[src/design/lpr_pkg.sv]
// Shared constants for the LRU page replacement core.
// Holds field widths, register reset value, fault ceiling and opcodes.
// No dependencies.
`timescale 1ns / 1ps
`default_nettype none

package lpr_pkg;

  // Widths of the fixed fields on the ports.
  localparam int PAGE_PORT_W  = 5;
  localparam int FRAME_PORT_W = 5;
  localparam int CFG_W        = 6;
  localparam int COUNT_W      = 32;

  // Register reset value and fault counter ceiling.
  localparam logic [CFG_W-1:0]   FRAMES_RESET = 6'd4;
  localparam logic [COUNT_W-1:0] FAULT_MAX    = 32'hFFFF_FFFF;

  typedef enum logic {
    OP_ACCESS = 1'b0,
    OP_CLEAR  = 1'b1
  } opcode_t;

endpackage

`default_nettype wire

[src/design/lru_page_replacement_core.sv]
// LRU page replacement core: page table in one RAM, resident bits in flops.
// Depends on lpr_pkg and lpr_ram.
// A hit goes through decide and hit; a clear or a free-frame miss ends in decide; a miss
// that evicts scans all pages (one RAM read per page to find the oldest entry), then evicts.
// The next transfer can start in the cycle done is high; results never stall.
// Synchronous reset empties the table, zeroes the counters and sets frames_in_use to 4.
`timescale 1ns / 1ps
`default_nettype none

module lru_page_replacement_core #(
  parameter int PAGES      = 32,
  parameter int MAX_FRAMES = 32,
  parameter int TIME_BITS  = 32
) (
  input  wire logic                             clk,
  input  wire logic                             rst,
  // Command channel.
  input  wire logic                             start,
  output      logic                             busy,
  input  wire logic                             opcode,
  input  wire logic [lpr_pkg::PAGE_PORT_W-1:0]  page,
  // Result channel, one strobe per command.
  output      logic                             done,
  output      logic                             hit,
  output      logic [lpr_pkg::FRAME_PORT_W-1:0] frame,
  output      logic                             evicted_valid,
  output      logic [lpr_pkg::PAGE_PORT_W-1:0]  evicted_page,
  output      logic [lpr_pkg::COUNT_W-1:0]      fault_count,
  // Configuration write channel for frames_in_use.
  input  wire logic                             cfg_valid,
  output      logic                             cfg_ready,
  input  wire logic [lpr_pkg::CFG_W-1:0]        cfg_data
);

  import lpr_pkg::*;

  // Widths derived from the parameters.
  localparam int PAGE_W  = $clog2(PAGES);
  localparam int FR_W    = (MAX_FRAMES > 1) ? $clog2(MAX_FRAMES) : 1;
  localparam int CNT_W   = $clog2(MAX_FRAMES + 1);
  localparam int LIM_W   = (CNT_W > CFG_W) ? CNT_W : CFG_W;
  localparam int ENTRY_W = FR_W + TIME_BITS;

  typedef enum logic [2:0] {
    S_IDLE,
    S_DECIDE,
    S_HIT,
    S_SCAN,
    S_SCAN_END,
    S_EVICT
  } state_t;

  // Reduce a port page number modulo PAGES by conditional subtraction of
  // PAGES scaled by 16, 8, 4, 2 and 1.
  function automatic logic [PAGE_W-1:0] page_index(input logic [PAGE_PORT_W-1:0] p);
    int v;
    v = int'(p);
    for (int k = 4; k >= 0; k--) begin
      if (v >= (PAGES << k)) begin
        v = v - (PAGES << k);
      end
    end
    return PAGE_W'(v);
  endfunction

  state_t                state;
  logic                  op_q;
  logic [PAGE_W-1:0]     pg_q;
  logic [PAGES-1:0]      resident;
  logic [TIME_BITS-1:0]  access_clock;
  logic [CNT_W-1:0]      frames_handed_out;
  logic [COUNT_W-1:0]    faults;
  logic [CFG_W-1:0]      frames_in_use;

  // Victim scan bookkeeping. scan_idx is the address being read; chk_idx is
  // the address whose data is on the RAM output this cycle.
  logic [PAGE_W-1:0]     scan_idx;
  logic [PAGE_W-1:0]     chk_idx;
  logic                  chk_valid;
  logic                  found;
  logic [TIME_BITS-1:0]  best_age;
  logic [PAGE_W-1:0]     victim;
  logic [FR_W-1:0]       victim_frame;

  // Page table RAM: frame number and last-use time per page.
  logic                  ram_we;
  logic [PAGE_W-1:0]     ram_raddr;
  logic [ENTRY_W-1:0]    ram_wdata;
  logic [ENTRY_W-1:0]    ram_rdata;
  logic [FR_W-1:0]       rd_frame;
  logic [TIME_BITS-1:0]  rd_time;

  logic [LIM_W-1:0]      limit;
  logic                  frames_full;
  logic [COUNT_W-1:0]    faults_next;
  logic [TIME_BITS-1:0]  age;
  logic                  better;

  lpr_ram #(
    .WIDTH (ENTRY_W),
    .DEPTH (PAGES)
  ) u_table (
    .clk   (clk),
    .we    (ram_we),
    .waddr (pg_q),
    .wdata (ram_wdata),
    .raddr (ram_raddr),
    .rdata (ram_rdata)
  );

  assign rd_frame  = ram_rdata[ENTRY_W-1:TIME_BITS];
  assign rd_time   = ram_rdata[TIME_BITS-1:0];
  assign ram_raddr = (state == S_SCAN) ? scan_idx : pg_q;

  assign busy      = (state != S_IDLE);
  assign cfg_ready = 1'b1;

  // A register value of zero acts as one frame; values above MAX_FRAMES are clamped.
  always_comb begin
    if (frames_in_use == '0) begin
      limit = LIM_W'(1);
    end else if (LIM_W'(frames_in_use) > LIM_W'(MAX_FRAMES)) begin
      limit = LIM_W'(MAX_FRAMES);
    end else begin
      limit = LIM_W'(frames_in_use);
    end
  end

  assign frames_full = (LIM_W'(frames_handed_out) >= limit);
  assign faults_next = (faults == FAULT_MAX) ? faults : faults + 1'b1;

  // Age of the entry on the RAM output; wraps modulo 2^TIME_BITS. The first
  // resident entry always wins, later ones only if strictly older.
  assign age    = access_clock - rd_time;
  assign better = chk_valid && resident[chk_idx] && (!found || (age > best_age));

  // Write-back of the accessed page's entry, always stamped with the current time.
  always_comb begin
    ram_we    = 1'b0;
    ram_wdata = {rd_frame, access_clock};
    unique case (state)
      S_DECIDE: begin
        ram_we    = (op_q == OP_ACCESS) && !resident[pg_q] && !frames_full;
        ram_wdata = {FR_W'(frames_handed_out), access_clock};
      end
      S_HIT: begin
        ram_we    = 1'b1;
        ram_wdata = {rd_frame, access_clock};
      end
      S_EVICT: begin
        ram_we    = 1'b1;
        ram_wdata = {(found ? victim_frame : FR_W'(0)), access_clock};
      end
      S_IDLE, S_SCAN, S_SCAN_END: begin
        ram_we    = 1'b0;
      end
      default: begin
        ram_we    = 1'b0;
      end
    endcase
  end

  always_ff @(posedge clk) begin
    if (rst) begin
      state             <= S_IDLE;
      resident          <= '0;
      access_clock      <= '0;
      frames_handed_out <= '0;
      faults            <= '0;
      frames_in_use     <= FRAMES_RESET;
      done              <= 1'b0;
      chk_valid         <= 1'b0;
      found             <= 1'b0;
    end else begin
      done <= 1'b0;

      if (cfg_valid && cfg_ready) begin
        frames_in_use <= cfg_data;
      end

      unique case (state)
        S_IDLE: begin
          if (start) begin
            op_q  <= opcode;
            pg_q  <= page_index(page);
            state <= S_DECIDE;
          end
        end

        S_DECIDE: begin
          if (op_q == OP_CLEAR) begin
            // Clear empties the table and returns an all-zero result.
            resident          <= '0;
            access_clock      <= '0;
            frames_handed_out <= '0;
            faults            <= '0;
            hit               <= 1'b0;
            frame             <= '0;
            evicted_valid     <= 1'b0;
            evicted_page      <= '0;
            fault_count       <= '0;
            done              <= 1'b1;
            state             <= S_IDLE;
          end else if (resident[pg_q]) begin
            // The RAM read of this page was issued in this cycle.
            state <= S_HIT;
          end else if (!frames_full) begin
            // Miss with a free frame: hand out the next one in order.
            resident[pg_q]    <= 1'b1;
            frames_handed_out <= frames_handed_out + 1'b1;
            faults            <= faults_next;
            access_clock      <= access_clock + 1'b1;
            hit               <= 1'b0;
            frame             <= FRAME_PORT_W'(frames_handed_out);
            evicted_valid     <= 1'b0;
            evicted_page      <= '0;
            fault_count       <= faults_next;
            done              <= 1'b1;
            state             <= S_IDLE;
          end else begin
            // Miss with all frames taken: scan every page for the oldest one.
            faults    <= faults_next;
            scan_idx  <= '0;
            chk_valid <= 1'b0;
            found     <= 1'b0;
            state     <= S_SCAN;
          end
        end

        S_HIT: begin
          access_clock  <= access_clock + 1'b1;
          hit           <= 1'b1;
          frame         <= FRAME_PORT_W'(rd_frame);
          evicted_valid <= 1'b0;
          evicted_page  <= '0;
          fault_count   <= faults;
          done          <= 1'b1;
          state         <= S_IDLE;
        end

        S_SCAN: begin
          if (better) begin
            found        <= 1'b1;
            best_age     <= age;
            victim       <= chk_idx;
            victim_frame <= rd_frame;
          end
          chk_valid <= 1'b1;
          chk_idx   <= scan_idx;
          if (scan_idx == PAGE_W'(PAGES - 1)) begin
            state <= S_SCAN_END;
          end else begin
            scan_idx <= scan_idx + 1'b1;
          end
        end

        S_SCAN_END: begin
          // Last entry arrives from the RAM.
          if (better) begin
            found        <= 1'b1;
            best_age     <= age;
            victim       <= chk_idx;
            victim_frame <= rd_frame;
          end
          chk_valid <= 1'b0;
          state     <= S_EVICT;
        end

        S_EVICT: begin
          if (found) begin
            resident[victim] <= 1'b0;
          end
          resident[pg_q] <= 1'b1;
          access_clock   <= access_clock + 1'b1;
          hit            <= 1'b0;
          frame          <= found ? FRAME_PORT_W'(victim_frame) : '0;
          evicted_valid  <= found;
          evicted_page   <= found ? PAGE_PORT_W'(victim) : '0;
          fault_count    <= faults;
          done           <= 1'b1;
          state          <= S_IDLE;
        end

        default: begin
          state <= S_IDLE;
        end
      endcase
    end
  end

  // The result strobe is raised only on the way back to idle.
  a_done_idle: assert property (@(posedge clk) disable iff (rst) done |-> !busy)
    else $error("result strobe while busy");

  // A result follows only a decision, a hit completion or an eviction.
  a_done_source: assert property (@(posedge clk) disable iff (rst)
    $rose(done) |-> ($past(state) == S_DECIDE || $past(state) == S_HIT ||
                     $past(state) == S_EVICT))
    else $error("result strobe from an unexpected state");

  // An eviction never reports a hit.
  a_evict_not_hit: assert property (@(posedge clk) disable iff (rst)
    (done && evicted_valid) |-> !hit)
    else $error("eviction reported on a hit");

  // Frames are never handed out beyond the physical frame count.
  a_frames_bound: assert property (@(posedge clk) disable iff (rst)
    (LIM_W'(frames_handed_out) <= LIM_W'(MAX_FRAMES)))
    else $error("free frame counter overran");

endmodule

`default_nettype wire

[src/design/lpr_ram.sv]
// Generic single-port-write, single-port-read RAM with a registered read.
// Used for the page table of the LRU page replacement core. No dependencies.
`timescale 1ns / 1ps
`default_nettype none

module lpr_ram #(
  parameter int WIDTH = 37,
  parameter int DEPTH = 32
) (
  input  wire logic                     clk,
  input  wire logic                     we,
  input  wire logic [$clog2(DEPTH)-1:0] waddr,
  input  wire logic [WIDTH-1:0]         wdata,
  input  wire logic [$clog2(DEPTH)-1:0] raddr,
  output      logic [WIDTH-1:0]         rdata
);

  logic [WIDTH-1:0] mem [DEPTH];

  always_ff @(posedge clk) begin
    if (we) begin
      mem[waddr] <= wdata;
    end
    rdata <= mem[raddr];
  end

endmodule

`default_nettype wire
[config.mk]
export PLATFORM = sky130hd
export DESIGN_NAME = lru_page_replacement_core
export DESIGN_NICKNAME = d
export VERILOG_FILES = /design/src/design/lpr_pkg.sv /design/src/design/lru_page_replacement_core.sv /design/src/design/lpr_ram.sv
export SDC_FILE = /design/constraint.sdc
export NUM_CORES = 2
export LEC_CHECK = 0
export BUFFER_PORTS_ARGS = -buffer_cell sky130_fd_sc_hd__buf_4
export CORE_AREA = 8 8 334 336
export CTS_CLUSTER_DIAMETER = 120
export DETAILED_ROUTE_END_ITERATION = 6
export DIE_AREA = 0 0 342 344
export GPL_TIMING_DRIVEN = 0
export PLACE_DENSITY = 0.82
export SLEW_MARGIN = 20
export SYNTH_ARGS = -nofsm -noshare
export SYNTH_HDL_FRONTEND = slang
export SYNTH_SLANG_ARGS = --single-unit
[constraint.sdc]
create_clock -name clk -period 9.8 [get_ports clk]
set_clock_uncertainty 0.1 [all_clocks]
set_input_delay 0.98 -clock clk [delete_from_list [all_inputs] [get_ports clk]]
set_output_delay 0.98 -clock clk [all_outputs]
set_load 0.01 [all_outputs]
==> impl_metrics.yaml <==
logic_synthesis:
  yosys-top-cells-count: "1286 x edfxtp_1, 467 x nand2_1, 314 x mux4_2, 246 x nand3_1, 182 x o21ai_0"
  synth.area.top_cells: "edfxtp_1 66%, mux4_2 12%, dfxtp_1 5.1%"
  synthArstFlopShare_pct: 0
  synth-main-ff-cell: "edfxtp_1"
  syn_nets: 3781
  ys_seq_area_share_pct: 70.6
  synth.top_cell.area_share_pct: 65.5
  netlist_area_um2: 58900
  yosysMostFrequentCell: "edfxtp_1"
  ys_ff_latch: 1437
  synthCells: 3690
  synth_cell_types: 74
  synth.avg_cell_area_um2: 16.0
  yosysWarnings: 0
  synth_top_area_cell: "edfxtp_1"
  synth_edf_count: 1286
worst_setup_path:
  critPathLaunch: "access_clock[0]$_SDFFE_PP0P_"
  start_kind: "flop"
  end_kind: "flop"
  crit_type: "flop to flop"
  crit_arrival_ps: 7980
  reg2reg_from: "access_clock[0]$_SDFFE_PP0P_"
  cp_data_required_time_ps: 10200
  path_max_fanout: 35
drt:
  drt_iter0_drc: 6205
  ant_nets: 0
  drc_errors: 0
  drt_pre_antenna_iters: 6
  vias: 37200
  dr_wl_met3_mm: 22.0
  vias_per_cell: 6.81
  wl_met1_mm: 55.3
  routedWlPerCell_um: 30.1
  routed.top_layer: "met5"
  wirelength_mm: 164
  wl_met2_mm: 76.5
grt:
  antenna_found_initial: 3
  grt_usage_pct: 27.6
  grt-ovfl-total: 0
  grt_pass1_vias: 37000
  grt_pass1_wl_mm: 240
  grt_start_max_net_pins: 42
power_and_ir_drop:
  p_per_area_nw_per_um2: 191
  ir_worst_vdd_mv: 0.206
  p_leak_nw: 22.3
sta:
  finalCritPeriodShare_pct: 77.3
  slew_headroom_pct: 19.1
  layout_setup_ws_ps: 2220
  fin_setup_tns_ps: 0
  whs_ps: 304
  max_freq_ghz: 0.132
  hold_viol: 0
  period_minus_slack_ps: 7580
  setup_violations: 0
  worst-slew-pin-transition_ps: 1210
  rsz0062_at_grt: "false"
  drv_slew: 0
placed_design:
  pre_cts_ws_ps: 1960
  dp_hpwl_mm: 102
  gp_congestion: 0.923
  dpl_cell_area_um2: 62700
  dp.cells: 5203
  port_buffers: 59
clocking:
  htree_levels: 4
  cts_made_buffers: 139
  ctsResizeCount: 0
  clock_path_buffers: 3
  cts.sinks: 1437
  cts_hold_buffers: 0
  clock_latency_ps: 760
  cts_tree: "done"
  clk_pin_slew_ps: 70
  cts_root_buffer: "clkbuf_16"
  post_cts_buffers: 0
floorplan:
  die_w_um: 342
  io_pins: 63
  num_rows: 120
  die-area_um2: 118000
  start_util_pct: 55.5
  core_um2: 106000
  die_y_um: 344
cells_and_area:
  final_area_um2: 67500
  area_growth_pct: 14.4
  nets: 4032
  layout-drive-gt1-share_pct: 18.9
  fin_cells: 5461
  fillers: 6905
flow_run:
  drv_cap: 0
status:
  outcome: "completed"
hold_path:
  hp-class: "primary input to flop"
  worstHoldStart: "opcode"
==> cells in the final DEF, fill, tap and decap left out, types with 32 or more instances in the layout <==
| master | count |
|---|---|
| a21oi_1 | 137 |
| buf_2 | 32 |
| buf_4 | 61 |
| clkbuf_1 | 171 |
| clkbuf_16 | 142 |
| dfxtp_1 | 119 |
| dfxtp_2 | 32 |
| edfxtp_1 | 1286 |
| ha_1 | 74 |
| inv_1 | 101 |
| mux4_2 | 314 |
| nand2_1 | 467 |
| nand3_1 | 246 |
| nor2_1 | 91 |
| nor2_4 | 38 |
| o21ai_0 | 182 |
| o31ai_1 | 37 |
==> final timing paths <==
kind / endpoint / slack (ps) / depth (start not counted)
setup / recovery: best_age[21]$_DFFE_PP_ / 2220 / 22
hold / removal: op_q$_DFFE_PP_ / 300 / 1
setup reg to reg: best_age[21]$_DFFE_PP_ / 2220 / 22
hold reg to reg: victim[0]$_DFFE_PP_ / 350 / 0
==> per-stage QoR <==
step	power (mW)	util (%)
final	12.9	63.5
after global routing	13.2	63.5
after CTS	12.9	63.4
after detailed placement	7.43	59.0
after global placement	7.39	57.5
after floorplan	7.19	-
==> per-layer routing <==
layer  vias to the layer above  track usage, %
met5                         -               0
met4                         2            15.3
met3                       632            7.58
met2                      3198            44.0
met1                     18400            34.4
li1                      15000               -
==> state kept, by name (all words and copies together), names as in the netlist, 3 cells and up <==
| signal | cells |
|---|---|
| victim | 5 |
| frame | 5 |
| u_table.mem | 1184 |
| access_clock | 32 |
| faults | 32 |
| pg_q | 5 |
| scan_idx | 5 |
| state | 3 |
| fault_count | 32 |
| chk_idx | 5 |
| resident | 32 |
| frames_in_use | 6 |
| u_table.rdata | 37 |
| best_age | 32 |
| evicted_page | 5 |
| victim_frame | 5 |
| frames_handed_out | 6 |
==> final cells by class <==
type | count | area, µm² | share of cell area [%]
clock buffer | 178 | 3750 | 5.56
antenna | 3 | 7.51 | 0.0111
clock inverter | 77 | 950 | 1.41
buffer | 196 | 791 | 1.17
inverter | 101 | 379 | 0.562
sequential | 1437 | 41700 | 61.8
timing repair buffer | 110 | 1650 | 2.44
tap | 1403 | 1760 | 2.60
multi-input combinational | 1956 | 16500 | 24.5
==> worst max-delay path, stage by stage (launching register included) <==
cell	delay (ps)
dfxtp_2	860
inv_1	340
ha_1	350
fa_1	430
nor2b_1	120
o21ai_0	110
a21boi_0	430
o21ai_0	380
o31a_1	470
o21ai_0	520
a31oi_1	200
xnor2_1	190
ha_1	190
a21o_1	180
a21o_1	180
a21o_1	170
a21o_1	170
a21oi_1	150
o21ai_0	130
nor4b_2	700
a31oi_4	470
buf_16	300
buf_16	170
==> where the power goes <==
group	total, mW	leakage, nW	switching [mW]	internal (mW)
Clock	5.58	2.28	2.37	3.21
Combinational	0.647	7.20	0.435	0.212
Sequential	6.69	12.8	0.0246	6.66
Total	12.9	22.3	2.83	10.1
==> cells by family (layout without fill, tap and decap cells) <==
| group | Yosys count | in the layout | share of synthesized area (%) |
|---|---|---|---|
| buf+inv | 297 | 662 | 1.98 |
| flops | 1437 | 1437 | 70.6 |
| simple gates | 1022 | 1022 | 7.91 |
| mux | 327 | 327 | 12.2 |
| other cells | 1 | 4 | 0.00636 |
| xor+xnor | 32 | 32 | 0.475 |
| fa+ha+maj | 75 | 75 | 1.60 |
| compound gates | 499 | 499 | 5.16 |
No activity file was read; power rests on OpenSTA's default activity.
